`config.mk`:
```
export PLATFORM = sky130hd
export DESIGN_NAME = lehmer_keystream_rotation_cipher
export DESIGN_NICKNAME = d
export VERILOG_FILES = /design/src/hdl/lkr_pkg.sv /design/src/hdl/lkr_gen.sv /design/src/hdl/lkr_rot.sv /design/src/hdl/lehmer_keystream_rotation_cipher.sv
export SDC_FILE = /design/constraint.sdc
export NUM_CORES = 1
export LEC_CHECK = 0
export CORE_ASPECT_RATIO = 0.5
export CORE_UTILIZATION = 65
export CTS_CLUSTER_DIAMETER = 150
export DETAILED_ROUTE_END_ITERATION = 12
export DONT_BUFFER_PORTS = 1
export HOLD_SLACK_MARGIN = 0.02
export PLACE_DENSITY = 0.81
export SLEW_MARGIN = 20
export SYNTH_ARGS = -nofsm -noshare
export SYNTH_HDL_FRONTEND = slang
export SYNTH_SLANG_ARGS = --single-unit
```
`constraint.sdc`:
```
create_clock -name i_clk -period 22.9 [get_ports i_clk]
set_clock_uncertainty 0.15 [all_clocks]
set_input_delay 4.58 -clock i_clk [delete_from_list [all_inputs] [get_ports i_clk]]
set_output_delay 4.58 -clock i_clk [all_outputs]
set_load 0.1 [all_outputs]
```
`src/hdl/lkr_pkg.sv`:
```
// Shared constants, types and arithmetic helpers for the Lehmer keystream rotation cipher.
package lkr_pkg;

    localparam int unsigned CHAR_W   = 7;
    localparam int unsigned SEED_W   = 16;
    localparam int unsigned GEN_W    = 17;
    localparam int unsigned PROD_W   = 24;
    localparam int unsigned CFG_IDX_W = 1;
    localparam int unsigned CFG_W    = 16;

    localparam int unsigned LKR_MULT    = 75;
    localparam int unsigned LKR_MODULUS = 65537;
    localparam int unsigned LKR_SPAN    = 96;
    localparam int unsigned LKR_BASE    = 32;

    localparam logic [CFG_IDX_W-1:0] REG_DECRYPT_MODE = 1'd0;
    localparam logic [CFG_IDX_W-1:0] REG_START_SEED   = 1'd1;

    localparam logic [GEN_W-1:0] GEN_RESET  = 17'd1;
    localparam logic [SEED_W-1:0] SEED_RESET = 16'd1;

    typedef struct packed {
        logic take;
        logic som;
    } t_step_ctl;

    // One generator step: g * 75 mod 65537 by subtracting the high part from the low half.
    function automatic logic [GEN_W-1:0] lkr_advance(input logic [GEN_W-1:0] g);
        logic [PROD_W-1:0] prod;
        logic [17:0]       diff;
        prod = {7'd0, g} * PROD_W'(LKR_MULT);
        diff = {2'b00, prod[15:0]} - {10'd0, prod[23:16]};
        if (diff[17]) begin
            diff = diff + 18'(LKR_MODULUS);
        end
        return diff[GEN_W-1:0];
    endfunction

    // Remainder by three of a 12-bit value, using 4 mod 3 = 1 to fold base-4 digits.
    function automatic logic [1:0] lkr_mod3(input logic [11:0] v);
        logic [4:0] s;
        s = 5'd0;
        for (int i = 0; i < 6; i++) begin
            s = s + {3'd0, v[2*i +: 2]};
        end
        if (s >= 5'd12) begin
            s = s - 5'd12;
        end
        if (s >= 5'd6) begin
            s = s - 5'd6;
        end
        if (s >= 5'd3) begin
            s = s - 5'd3;
        end
        return s[1:0];
    endfunction

    // Rotation amount: generator value mod 96, where 96 is 3 times 32.
    function automatic logic [CHAR_W-1:0] lkr_key(input logic [GEN_W-1:0] g);
        return {lkr_mod3(g[16:5]), g[4:0]};
    endfunction

    function automatic logic [CHAR_W-1:0] lkr_rotate(input logic [CHAR_W-1:0] ch,
                                                     input logic [CHAR_W-1:0] k,
                                                     input logic dec);
        logic [7:0] off;
        logic [7:0] s;
        if (ch < CHAR_W'(LKR_BASE)) begin
            return ch;
        end
        off = {1'b0, ch} - 8'(LKR_BASE);
        if (dec) begin
            s = off + 8'(LKR_SPAN) - {1'b0, k};
        end else begin
            s = off + {1'b0, k};
        end
        if (s >= 8'(LKR_SPAN)) begin
            s = s - 8'(LKR_SPAN);
        end
        s = s + 8'(LKR_BASE);
        return s[CHAR_W-1:0];
    endfunction

endpackage

```
`src/hdl/lkr_gen.sv`:
```
// Lehmer generator state register with seed reload and one step per accepted transaction.
module lkr_gen (
    input  logic                         i_clk,
    input  logic                         i_rst_n,
    input  lkr_pkg::t_step_ctl           i_ctl,
    input  logic [lkr_pkg::SEED_W-1:0]   i_seed,
    output logic [lkr_pkg::GEN_W-1:0]    o_gen
);

    logic [lkr_pkg::GEN_W-1:0] r_gen;
    logic [lkr_pkg::GEN_W-1:0] n_gen;
    logic [lkr_pkg::GEN_W-1:0] w_base;

    always_comb begin
        w_base = i_ctl.som ? {1'b0, i_seed} : r_gen;
        n_gen  = i_ctl.take ? lkr_pkg::lkr_advance(w_base) : r_gen;
    end

    always_ff @(posedge i_clk) begin
        if (!i_rst_n) begin
            r_gen <= lkr_pkg::GEN_RESET;
        end else begin
            r_gen <= n_gen;
        end
    end

    assign o_gen = r_gen;

endmodule

```
`src/hdl/lkr_rot.sv`:
```
// Character stage and output register: rotates each character of 32 or above by the generator value mod 96.
module lkr_rot (
    input  logic                        i_clk,
    input  logic                        i_rst_n,
    input  logic                        i_take,
    input  logic [lkr_pkg::CHAR_W-1:0]  i_char,
    input  logic [lkr_pkg::GEN_W-1:0]   i_gen,
    input  logic                        i_decrypt,
    output logic                        o_ready,
    output logic                        o_valid,
    input  logic                        i_out_ready,
    output logic [lkr_pkg::CHAR_W-1:0]  o_char
);

    logic                        r_a_valid;
    logic [lkr_pkg::CHAR_W-1:0]  r_a_char;
    logic                        r_out_valid;
    logic [lkr_pkg::CHAR_W-1:0]  r_out_char;
    logic                        w_move;
    logic [lkr_pkg::CHAR_W-1:0]  w_rot;

    // While a character waits in the first stage, the generator register holds its value,
    // since a new transaction is only taken when that character moves on.
    assign w_move  = r_a_valid && (!r_out_valid || i_out_ready);
    assign o_ready = !r_a_valid || w_move;
    assign w_rot   = lkr_pkg::lkr_rotate(r_a_char, lkr_pkg::lkr_key(i_gen), i_decrypt);

    always_ff @(posedge i_clk) begin
        if (!i_rst_n) begin
            r_a_valid   <= 1'b0;
            r_out_valid <= 1'b0;
        end else begin
            if (i_take) begin
                r_a_valid <= 1'b1;
            end else if (w_move) begin
                r_a_valid <= 1'b0;
            end
            if (w_move) begin
                r_out_valid <= 1'b1;
            end else if (i_out_ready) begin
                r_out_valid <= 1'b0;
            end
        end
    end

    always_ff @(posedge i_clk) begin
        if (i_take) begin
            r_a_char <= i_char;
        end
        if (w_move) begin
            r_out_char <= w_rot;
        end
    end

    assign o_valid = r_out_valid;
    assign o_char  = r_out_char;

endmodule

```
`src/hdl/lehmer_keystream_rotation_cipher.sv`:
```
// Top level of the Lehmer keystream rotation cipher with configuration registers.
// Each transaction carries one 7-bit character and yields one character; it waits in
// the first stage register, and a new transaction is taken every cycle while the output
// side keeps up. At acceptance the 17-bit generator steps to g*75 mod 65537 (reloaded
// from the start seed first when start of message is set); then the character, if 32 or
// above, is rotated inside 32..127 by the generator value mod 96, forward or backward
// by the decrypt mode, and lands in the output register. Configuration writes take
// effect at once and are meant to happen only while no transaction is in flight.
module lehmer_keystream_rotation_cipher (
    input  logic                            i_clk,
    input  logic                            i_rst_n,
    input  logic                            i_in_valid,
    output logic                            o_in_ready,
    input  logic [lkr_pkg::CHAR_W-1:0]      i_in_char,
    input  logic                            i_start_of_message,
    output logic                            o_out_valid,
    input  logic                            i_out_ready,
    output logic [lkr_pkg::CHAR_W-1:0]      o_out_char,
    input  logic                            i_cfg_we,
    input  logic [lkr_pkg::CFG_IDX_W-1:0]   i_cfg_index,
    input  logic [lkr_pkg::CFG_W-1:0]       i_cfg_data
);

    logic                          r_decrypt_mode;
    logic [lkr_pkg::SEED_W-1:0]    r_start_seed;
    logic                          w_take;
    logic [lkr_pkg::GEN_W-1:0]     w_gen;
    lkr_pkg::t_step_ctl            w_ctl;

    always_ff @(posedge i_clk) begin
        if (!i_rst_n) begin
            r_decrypt_mode <= 1'b0;
            r_start_seed   <= lkr_pkg::SEED_RESET;
        end else if (i_cfg_we) begin
            unique case (i_cfg_index)
                lkr_pkg::REG_DECRYPT_MODE: r_decrypt_mode <= i_cfg_data[0];
                lkr_pkg::REG_START_SEED:   r_start_seed   <= i_cfg_data;
                default: ;
            endcase
        end
    end

    assign w_take    = i_in_valid && o_in_ready;
    assign w_ctl.take = w_take;
    assign w_ctl.som  = i_start_of_message;

    lkr_gen u_gen (
        .i_clk   (i_clk),
        .i_rst_n (i_rst_n),
        .i_ctl   (w_ctl),
        .i_seed  (r_start_seed),
        .o_gen   (w_gen)
    );

    lkr_rot u_rot (
        .i_clk       (i_clk),
        .i_rst_n     (i_rst_n),
        .i_take      (w_take),
        .i_char      (i_in_char),
        .i_gen       (w_gen),
        .i_decrypt   (r_decrypt_mode),
        .o_ready     (o_in_ready),
        .o_valid     (o_out_valid),
        .i_out_ready (i_out_ready),
        .o_char      (o_out_char)
    );

    // The modular step never leaves 0..65536.
    a_gen_range: assert property (@(posedge i_clk) disable iff (!i_rst_n)
        w_take |=> (w_gen <= 17'd65536))
        else $error("generator left its range");

    // A zero seed pins the generator at zero.
    a_zero_seed: assert property (@(posedge i_clk) disable iff (!i_rst_n)
        (w_take && i_start_of_message && (r_start_seed == 16'd0)) |=> (w_gen == 17'd0))
        else $error("zero seed did not hold the generator at zero");

    // Input back-pressure only comes from a full pipeline with a stalled output.
    a_ready_cause: assert property (@(posedge i_clk) disable iff (!i_rst_n)
        !o_in_ready |-> (o_out_valid && !i_out_ready))
        else $error("input stalled without output back-pressure");

    // Control characters pass through unchanged.
    a_ctrl_pass: assert property (@(posedge i_clk) disable iff (!i_rst_n)
        (w_take && (i_in_char < 7'd32) && !o_out_valid) ##1 i_out_ready |=>
            (o_out_valid && (o_out_char == $past(i_in_char, 2))))
        else $error("control character was altered");

endmodule
```
==> reports/results.tsv <==
metric	value	unit
prevailing post-synth register cell	dfxtp_1	
reg-to-reg slack, setup	14.56	ns
Design Area, Final	6650	sq um
clock transition at the registers of the reported paths	0.07	ns
area leader, netlist	ha_1	
Num CTS Buffers	5	
final hold violations	0	
crit path max fanout	28	
max-slew violations	0	
DRT Pass-1 Iters	5	
hold_ws	0.315	ns
Root Buffer	clkbuf_16	
global-route wire length before repair	23200	um
maxcap violations	0	
initial antenna violation count	0	
Routed wire per std cell	15.7	um
H-tree depth	2	
WL final	13900	um
Die Ht	72.3	um
CTS tree	done	
Rows	25	
Final ANT Viol Nets	0	
Worst EP arrival	12.24	ns
Initial Util	0.675	
Starting DRT DRC Count	324	
core area	9510	sq um
Post-synth EDFFs	14	
Post-Syn Instances	766	
syn nets	932	
Worst-Margin Slew	1.07	ns
type of the worst min-delay path	register to register	
Residual DRC	0	
CP startpoint kind	input port	
total grt overflow	0	
Bufs on Longest Clock Path	2	
vias per cell	5.89	
Placer Congestion	0.914	
final net count	920	
Final period util	0.533	
RSZ-0062 raised after global routing	false	
Die X	143	um
Synth area leaders	ha_1 (19%), dfxtp_1 (11%), fa_1 (11%), inv_1 (7.4%), edfxtp_1 (6.5%)	
vias in the first global route	4940	
share of cells above drive strength 1	0.0332	
synthesized flop and latch total	50	
dpl hpwl	11500	um
syn avg cell area	8.38	sq um
synthesized area	6420	sq um
min Tclk post-route	12.20	ns
PortBufs	0	
clk sink count	50	
Crit Path Category	input port to register	
GRT Util Overall	0.287	
Yosys warnings	0	
CP endpoint kind	register	
synth unique cells	74	
register area share after synthesis	0.178	
Synth top area share	0.195	
post-CTS setup buffers	0	
ant diodes	0	
IO Pins	39	
area growth from synthesis to layout	3.61	%
Clock Latency Late Sink	0.29	ns
largest net degree at the start of global routing	29	
Max-slew headroom	0.281	
DR vias	5232	
status	finished, final reports clean	
Max Freq	0.0819	GHz
WP data required	22.94	ns
Post-synth ARST share	0	
Total Die Area	10300	sq um
Post-DP Area	6510	sq um
Final setup viols	0	
final setup TNS	0	ns
CTS Hold Buffers Added	0	
CTS resizes	0	
[cell usage after synthesis (4+ instances only)]
cell and count:
inv_1 126, ha_1 100, nand2_1 79, a21oi_1 38, dfxtp_1 36, fa_1 36
o21ai_0 32, nor2_1 30, xnor2_1 21, a21boi_0 18, clkbuf_1 17, a21o_1 14
edfxtp_1 14, xor2_1 14, nand3_1 13, nor2b_1 12, and3_1 11, o21a_1 11
mux2i_1 10, nand2b_1 9, and2_1 8, o211ai_1 8, a211oi_1 7, a32o_1 7
or3_1 7, nor3_1 6, a31oi_1 5, o21bai_1 5, mux2_2 4, o31a_1 4
o31ai_1 4
[sequential cells by signal, indices dropped and copies added (netlist names)]
register / cells
u_rot.r_a_valid: 1
u_rot.o_char: 7
u_rot.o_valid: 1
r_decrypt_mode: 1
r_start_seed: 16
u_gen.o_gen: 17
u_rot.r_a_char: 7
[through the flow]
stage / cells / utilization / worst slack [ns]
5_1_grt: 889 / 0.699 / 10.05
3_5_place_dp: 882 / 0.685 / 10.44
4_1_cts: 889 / 0.699 / 10.74
2_1_floorplan: 766 / - / 10.99
3_3_place_gp: 882 / 0.685 / 10.60
6_report: 889 / 0.699 / 10.70
[cell usage in the layout, fill, tap and decap left out, drive strengths merged, types with 5 or more instances in the layout]
| cell type | netlist | final |
|---|---|---|
| a211oi | 7 | 7 |
| a21boi | 18 | 18 |
| a21o | 14 | 14 |
| a21oi | 38 | 38 |
| a31oi | 5 | 5 |
| a32o | 7 | 7 |
| and2 | 9 | 9 |
| and3 | 12 | 12 |
| clkbuf | 17 | 5 |
| dfxtp | 36 | 36 |
| edfxtp | 14 | 14 |
| fa | 36 | 36 |
| ha | 100 | 100 |
| inv | 126 | 127 |
| mux2i | 10 | 10 |
| nand2 | 79 | 79 |
| nand2b | 9 | 9 |
| nand3 | 13 | 13 |
| nor2 | 30 | 30 |
| nor2b | 12 | 12 |
| nor3 | 7 | 7 |
| o211ai | 8 | 8 |
| o21a | 11 | 11 |
| o21ai | 33 | 33 |
| o21bai | 6 | 6 |
| or3 | 7 | 7 |
| xnor2 | 21 | 21 |
| xor2 | 14 | 14 |
[kinds of logic after synthesis]
kind of cell	count (synthesis)	share of synthesized area
compound gates	185	0.202
xor+xnor	35	0.0478
fa+ha+maj	136	0.307
buf+inv	148	0.0885
flops	50	0.178
mux	14	0.0226
simple gates	198	0.154
[path summary, 6_finish.rpt]
kind / start / to / cells after the start
worst max-delay path: i_start_of_message / u_gen.o_gen[12] / 23
worst min-delay path: u_gen.o_gen[16] / u_gen.o_gen[16] / 2
worst max register to register: u_gen.o_gen[13] / u_gen.o_gen[12] / 24
worst min register to register: u_gen.o_gen[16] / u_gen.o_gen[16] / 2
[worst max-delay path: stages]
cell and delay, ns:
o21ai_0 0.80, ha_1 0.41, ha_1 0.30, inv_1 0.06, fa_1 0.53, inv_1 0.06, fa_1 0.45, ha_1 0.39
a21oi_1 0.23, a21bo_2 0.25, a22o_1 0.26, o311ai_0 0.37, nand2_1 0.12, and4_1 0.22, a2111oi_0 0.59, xnor2_1 0.20
ha_1 0.34, a21oi_1 0.23, a21oi_1 0.27, or4bb_1 0.56, nor4_1 0.49, nand3_1 0.24, a32o_1 0.28
[area by class of cell]
type,instances,area (sq um)
fill,756,2860
multi-input combinational,568,4710
inverter,127,477
timing repair buffer,2,15.0
clock buffer,5,125
clock inverter,2,13.8
tap,135,169
sequential,50,1140
[metal layers]
metal  up-vias  share of wire  GRT usage  routed length (um)
met5         -              0          0                   0
met4         0          0.017     0.0860                 231
met3        23          0.057     0.0317                 799
met2       124           0.45      0.479                6210
met1      2470           0.48      0.397                6710
li1       2615              -          -                   -
Power is not shown: default switching activity piles up to over one toggle a cycle in this logic, so the estimate is an artifact.
